[config.mk]
export PLATFORM = sky130hd
export DESIGN_NAME = nqr_alu
export DESIGN_NICKNAME = d
export VERILOG_FILES = /design/src/sv/nqr_pkg.sv /design/src/sv/nqr_alu.sv
export SDC_FILE = /design/constraint.sdc
export NUM_CORES = 2
export LEC_CHECK = 0
export BUFFER_PORTS_ARGS = -buffer_cell sky130_fd_sc_hd__buf_2
export CORE_MARGIN = 2
export CORE_UTILIZATION = 59
export CTS_BUF_LIST = sky130_fd_sc_hd__clkbuf_4 sky130_fd_sc_hd__clkbuf_8 sky130_fd_sc_hd__clkbuf_16
export CTS_CLUSTER_SIZE = 16
export DETAILED_ROUTE_END_ITERATION = 8
export GPL_TIMING_DRIVEN = 1
export PLACE_DENSITY = 0.87
export SYNTH_ARGS = -nofsm -noshare
export SYNTH_HDL_FRONTEND = slang
export SYNTH_SLANG_ARGS = --single-unit
[constraint.sdc]
create_clock -name clk -period 9.1 [get_ports clk]
set_input_delay 1.365 -clock clk [delete_from_list [all_inputs] [get_ports clk]]
set_output_delay 1.365 -clock clk [all_outputs]
set_load 0.02 [all_outputs]
[src/sv/nqr_pkg.sv]
// Shared types, constants and saturating helpers for the quintic Newton root finder.
// No dependencies; every other file uses this package.
package nqr_pkg;

    localparam int WORD_W    = 64;
    localparam int FRAC_BITS = 32;
    localparam int HALF_W    = WORD_W / 2;
    localparam int PROD_W    = 2 * WORD_W;
    localparam int NUM_W     = WORD_W + FRAC_BITS;
    localparam int CNT_W     = 16;
    localparam int TOL_W     = 32;
    localparam int ADDR_W    = 6;
    localparam int IDX_W     = 3;
    localparam int DIV_CNT_W = $clog2(NUM_W);

    typedef logic signed [WORD_W-1:0] word_t;
    typedef logic [WORD_W-1:0]        mag_t;
    typedef logic [CNT_W-1:0]         count_t;
    typedef logic [TOL_W-1:0]         tol_t;
    typedef logic [ADDR_W-1:0]        addr_t;
    typedef logic [IDX_W-1:0]         idx_t;

    typedef enum logic [1:0] {
        OUT_CONVERGED  = 2'd0,
        OUT_NO_ROOT    = 2'd1,
        OUT_INCOMPLETE = 2'd2
    } outcome_t;

    typedef enum idx_t {
        REG_COEF_0 = 3'd0,
        REG_COEF_1 = 3'd1,
        REG_COEF_2 = 3'd2,
        REG_COEF_3 = 3'd3,
        REG_COEF_4 = 3'd4,
        REG_COEF_5 = 3'd5,
        REG_LIMIT  = 3'd6,
        REG_TOL    = 3'd7
    } reg_idx_t;

    typedef enum logic {
        ALU_MUL = 1'b0,
        ALU_DIV = 1'b1
    } alu_op_t;

    typedef struct packed {
        logic    start;
        alu_op_t op;
        word_t   a;
        word_t   b;
    } alu_req_t;

    typedef struct packed {
        logic  done;
        logic  ovf;
        word_t result;
    } alu_resp_t;

    typedef struct packed {
        logic  ovf;
        word_t val;
    } sat_t;

    localparam word_t WMAX = {1'b0, {(WORD_W-1){1'b1}}};
    localparam word_t WMIN = {1'b1, {(WORD_W-1){1'b0}}};

    function automatic mag_t magn(input word_t v);
        magn = v[WORD_W-1] ? mag_t'(-v) : mag_t'(v);
    endfunction

    // Sign and magnitude to a word, saturating; big marks a magnitude past the word.
    function automatic sat_t make_word(input logic neg, input logic big, input mag_t m);
        sat_t r;
        r.ovf = 1'b0;
        r.val = '0;
        if (neg) begin
            if (big || m > mag_t'(WMIN)) begin
                r.ovf = 1'b1;
                r.val = WMIN;
            end
            else begin
                r.val = word_t'(-m);
            end
        end
        else begin
            if (big || m > mag_t'(WMAX)) begin
                r.ovf = 1'b1;
                r.val = WMAX;
            end
            else begin
                r.val = word_t'(m);
            end
        end
        return r;
    endfunction

    function automatic sat_t sat_add(input word_t a, input word_t b);
        logic [WORD_W:0] s;
        sat_t r;
        s = {a[WORD_W-1], a} + {b[WORD_W-1], b};
        r.ovf = s[WORD_W] != s[WORD_W-1];
        r.val = r.ovf ? (s[WORD_W] ? WMIN : WMAX) : word_t'(s[WORD_W-1:0]);
        return r;
    endfunction

    function automatic sat_t sat_sub(input word_t a, input word_t b);
        logic [WORD_W:0] s;
        sat_t r;
        s = {a[WORD_W-1], a} - {b[WORD_W-1], b};
        r.ovf = s[WORD_W] != s[WORD_W-1];
        r.val = r.ovf ? (s[WORD_W] ? WMIN : WMAX) : word_t'(s[WORD_W-1:0]);
        return r;
    endfunction

endpackage

[src/sv/nqr_alu.sv]
// Shared multi-cycle arithmetic unit: Q-format multiply and divide, both saturating.
// Depends on nqr_pkg.
module nqr_alu (
    input  logic              clk,
    input  logic              rst_n,
    input  nqr_pkg::alu_req_t  req,
    output nqr_pkg::alu_resp_t resp
);
    import nqr_pkg::*;

    typedef enum logic [2:0] {
        A_IDLE,
        A_MULP,
        A_MULA,
        A_MFIN,
        A_DIV,
        A_DFIN
    } alu_state_t;

    alu_state_t             state_reg, state_next;
    mag_t                   ma_reg, ma_next;
    mag_t                   mb_reg, mb_next;
    logic                   neg_reg, neg_next;
    logic [1:0]             k_reg, k_next;
    logic [WORD_W-1:0]      prod_reg, prod_next;
    logic [PROD_W-1:0]      acc_reg, acc_next;
    logic [NUM_W-1:0]       num_reg, num_next;
    mag_t                   rem_reg, rem_next;
    logic [DIV_CNT_W-1:0]   cnt_reg, cnt_next;
    alu_resp_t              resp_reg, resp_next;

    logic [HALF_W-1:0]      a_part, b_part;
    logic [PROD_W-1:0]      prod_shifted;
    logic [WORD_W:0]        rem2;
    logic                   ge;
    sat_t                   fin;

    always_comb
    begin
        a_part = k_reg[1] ? ma_reg[WORD_W-1:HALF_W] : ma_reg[HALF_W-1:0];
        b_part = k_reg[0] ? mb_reg[WORD_W-1:HALF_W] : mb_reg[HALF_W-1:0];
        case (k_reg)
            2'd0:    prod_shifted = {{WORD_W{1'b0}}, prod_reg};
            2'd3:    prod_shifted = {prod_reg, {WORD_W{1'b0}}};
            default: prod_shifted = {{HALF_W{1'b0}}, prod_reg, {HALF_W{1'b0}}};
        endcase
        rem2 = {rem_reg, num_reg[NUM_W-1]};
        ge   = rem2 >= {1'b0, mb_reg};
        if (state_reg == A_MFIN)
            fin = make_word(neg_reg, acc_reg[PROD_W-1:WORD_W+FRAC_BITS] != '0,
                            acc_reg[WORD_W+FRAC_BITS-1:FRAC_BITS]);
        else
            fin = make_word(neg_reg, num_reg[NUM_W-1:WORD_W] != '0, num_reg[WORD_W-1:0]);
    end

    always_comb
    begin
        state_next = state_reg;
        ma_next    = ma_reg;
        mb_next    = mb_reg;
        neg_next   = neg_reg;
        k_next     = k_reg;
        prod_next  = prod_reg;
        acc_next   = acc_reg;
        num_next   = num_reg;
        rem_next   = rem_reg;
        cnt_next   = cnt_reg;
        resp_next  = resp_reg;
        resp_next.done = 1'b0;
        case (state_reg)
            A_IDLE:
            begin
                if (req.start)
                begin
                    ma_next  = magn(req.a);
                    mb_next  = magn(req.b);
                    neg_next = req.a[WORD_W-1] != req.b[WORD_W-1];
                    k_next   = '0;
                    acc_next = '0;
                    rem_next = '0;
                    cnt_next = DIV_CNT_W'(NUM_W - 1);
                    num_next = {magn(req.a), {FRAC_BITS{1'b0}}};
                    state_next = (req.op == ALU_DIV) ? A_DIV : A_MULP;
                end
            end
            A_MULP:
            begin
                prod_next  = WORD_W'(a_part) * WORD_W'(b_part);
                state_next = A_MULA;
            end
            A_MULA:
            begin
                acc_next = acc_reg + prod_shifted;
                k_next   = k_reg + 2'd1;
                state_next = (k_reg == 2'd3) ? A_MFIN : A_MULP;
            end
            A_DIV:
            begin
                rem_next = ge ? mag_t'(rem2 - {1'b0, mb_reg}) : mag_t'(rem2);
                num_next = {num_reg[NUM_W-2:0], ge};
                cnt_next = cnt_reg - 1'b1;
                if (cnt_reg == '0)
                    state_next = A_DFIN;
            end
            A_MFIN, A_DFIN:
            begin
                resp_next.done   = 1'b1;
                resp_next.ovf    = fin.ovf;
                resp_next.result = fin.val;
                state_next = A_IDLE;
            end
            default: state_next = A_IDLE;
        endcase
    end

    always_ff @(posedge clk or negedge rst_n)
    begin
        if (!rst_n)
        begin
            state_reg <= A_IDLE;
            resp_reg  <= '0;
        end
        else
        begin
            state_reg <= state_next;
            resp_reg  <= resp_next;
        end
    end

    always_ff @(posedge clk)
    begin
        ma_reg   <= ma_next;
        mb_reg   <= mb_next;
        neg_reg  <= neg_next;
        k_reg    <= k_next;
        prod_reg <= prod_next;
        acc_reg  <= acc_next;
        num_reg  <= num_next;
        rem_reg  <= rem_next;
        cnt_reg  <= cnt_next;
    end

    assign resp = resp_reg;

endmodule

==> key figures <==
Run status
  – Status: completed

Hold path
  – Type of the worst min-delay path: reg2reg

Synth
  – Mapped Area: 72,800 sq um
  – Mapped Cells: 8,303
  – Netlist cell types: 79
  – Synth top area cells: fa_1, edfxtp_1, ha_1
  – Main synth FF type: edfxtp_1
  – Async set-reset flop share out of synthesis: 0.123
  – Mapped Nets: 9,795
  – Sequential fraction of the synthesis area: 0.226
  – Synth Register Bits: 559
  – Synthesized area per cell: 8.77 sq um
  – Synth top area share: 0.247
  – Yosys Warn Count: 0
  – Area leader, netlist: fa_1
  – Post-synth EDFFs: 490

CTS
  – H-Tree Depth: 3
  – Worst skew pair latency: 0.69 ns
  – Num CTS Buffers: 68
  – Clock slew at reported path FFs: 0.06 ns
  – Sink Count: 559
  – CTS Hold Buffers Added: 0
  – Clk buf depth: 3
  – Clock root buffer: clkbuf_16
  – TritonCTS clock tree: built

Route
  – Final wirelength: 277,000 um
  – # DRC: 0
  – Avg WL per Cell: 27.3 um
  – Post-DRT Antenna Nets: 0
  – Via count: 65,100
  – Starting DRC count in detailed routing: 8,127
  – Drt first pass iters: 9
  – Via/cell ratio: 6.41

Job
  – Maxcap violations: 0

Timing
  – Setup-failing EPs final: 0
  – Slew Viols, Final: 0
  – Minimum clock period: 8.95 ns
  – Clock skew: 0.0382 ns
  – Final period utilization: 0.984
  – Setup tns final: 0 ns
  – Hold Vio Cnt, Final: 0
  – Max_slew headroom: 0.221
  – Worst-margin pin slew: 1.16 ns
  – Max Freq: 112 MHz

Cells and area
  – Area growth syn-to-layout: 10.2%
  – Final #Nets: 9,963
  – Largest register FFs: 128
  – Most common cell after layout, fill and taps aside: nor2_1
  – Flip-flop and latch area: 16,400 sq um
  – Area of the multi-input gates: 51,300 sq um
  – Commonest cells after routing, fill and taps aside: nor2_1, inv_1, nand2_1
  – Fill cells: 9,916
  – Share of post-route cells with drive strength above 1: 0.0961

Critical path
  – Worst Path Arrival: 9.39 ns
  – Critical Path End Type: flop
  – CP Class: reg2reg
  – Worst-path fanout max: 21
  – Startpoint types: flop
  – CP required: 9.53 ns

Die
  – Die W: 355 um
  – Die Height: 355 um
  – Starting Density: 0.596
  – Full die area: 126,000 sq um
  – I/O pin cnt: 198
  – Floorplan core area: 122,000 sq um
  – Row cnt: 128

Global routing
  – Largest net degree at the start of global routing: 99
  – Antenna violations before repair: 10
  – Total GRT Usage: 0.430
  – Number of global-route vias before repair: 64,100
  – GRT overflow: 0
  – First-pass GRT wire length: 402,000 um

Placement
  – DP HPWL: 218,000 um
  – IO Port Bufs: 197
  – Routability Congestion: 1.03
## metal layers
layer	vias to the layer above	routed length (um)	global-route usage
li1	28000	-	-
met1	31700	99300	0.539
met2	4319	123000	0.670
met3	1114	31100	0.0985
met4	10	23500	0.283
met5	-	102	0
## Yosys cell counts (18+ instances only)
master    count
nor4_1       57
nand2_1     916
xnor2_1     303
nor2b_1      32
nand3_1      81
buf_1        20
a31oi_1      46
nor3_1      129
o221ai_1     18
fa_1        898
o21a_1       38
a221oi_1     51
and2_1       89
clkbuf_1    397
nand4_1     123
o21bai_1     63
or4_1        39
inv_1      1080
or3_1        58
a22o_1       33
or2_2        20
a21oi_1     408
and3_1       56
o31ai_1      68
a211oi_1     28
o21ai_0     363
mux2i_1      94
nor2_1     1175
a21o_1      143
ha_1        462
o21ai_1      21
a21boi_1     18
dfrtp_1      69
edfxtp_1    490
nand2b_1     41
mux2_2       51
a21boi_0     27
o41ai_1      19
o211ai_1     23
xor2_1      111
## layout make-up
type / instances / share of cell area
clock inverters: 44 / 0.00579
clock buffers: 80 / 0.0229
repair buffers: 516 / 0.0513
multi-input cells: 6244 / 0.639
flip-flops and latches: 559 / 0.205
well taps: 1625 / 0.0253
inverters: 1082 / 0.0506
diodes: 3 / 0.0000936
## logic make-up (layout without fill, tap and decap cells)
family / count (synthesis) / count (layout) / share of synthesized area
muxes: 145 / 145 / 0.0208
and+or+nand+nor: 2846 / 2846 / 0.171
buffers and inverters: 1500 / 1722 / 0.0775
adders and majority gates: 1360 / 1360 / 0.326
xor gates and xnor gates: 414 / 414 / 0.0498
AOI/OAI and AO/OA: 1479 / 1479 / 0.129
other: 0 / 3 / 0
DFF: 559 / 559 / 0.226
## through the flow
step | worst slack (ns) | utilization | instances | area (sq um) | hold WS, ns
after floorplan | 0.00166 | - | 8303 | 72800 | 0.507
after global placement | 0.0472 | 0.631 | 9986 | 77000 | 0.468
after detailed placement | -0.0420 | 0.631 | 9986 | 77000 | 0.481
after CTS | 0.0595 | 0.650 | 10100 | 79300 | 0.506
after global routing | -0.0872 | 0.657 | 10200 | 80200 | 0.530
final | 0.145 | 0.658 | 10200 | 80200 | 0.504
## worst max-delay path, stage by stage, from the launching register on
cell      delay, ns
edfxtp_1       0.39
buf_4          0.17
buf_12         0.15
o21ai_1        0.63
buf_4          0.32
nand2_1        0.11
fa_1           0.61
fa_1           0.72
fa_1           0.56
fa_1           0.54
inv_1          0.05
fa_1           0.52
fa_1           0.53
fa_1           0.54
inv_1          0.05
fa_1           0.52
inv_1          0.04
ha_1           0.47
and3_1         0.29
nand3_1        0.13
o221ai_1       0.26
nor3_1         0.09
a21o_1         0.26
o22ai_2        0.21
a21boi_1       0.15
o31ai_1        0.28
xnor2_1        0.09
## path summary, 6_finish.rpt
path,from,endpoint,slack (ns),cells after the start
setup / recovery,k_reg[0],prod_reg[63],0.15,26
hold / removal,resp[37],resp[37],0.50,2
setup reg to reg,k_reg[0],prod_reg[63],0.15,26
hold reg to reg,resp[37],resp[37],0.50,2
max in group asynchronous,rst_n,state_reg[1],7.57,2
min in group asynchronous,rst_n,resp[3],0.90,2
## what timing repair did
item,CTS,global route
endpoints found under the setup margin,2,15
cloned,0,11
pin swaps,0,18
setup buffers,0,29
gates resized for setup,2,83
Power is left out: the tool's default activity adds up to more than one toggle a clock period on the data nets, which glitch-free logic cannot reach.
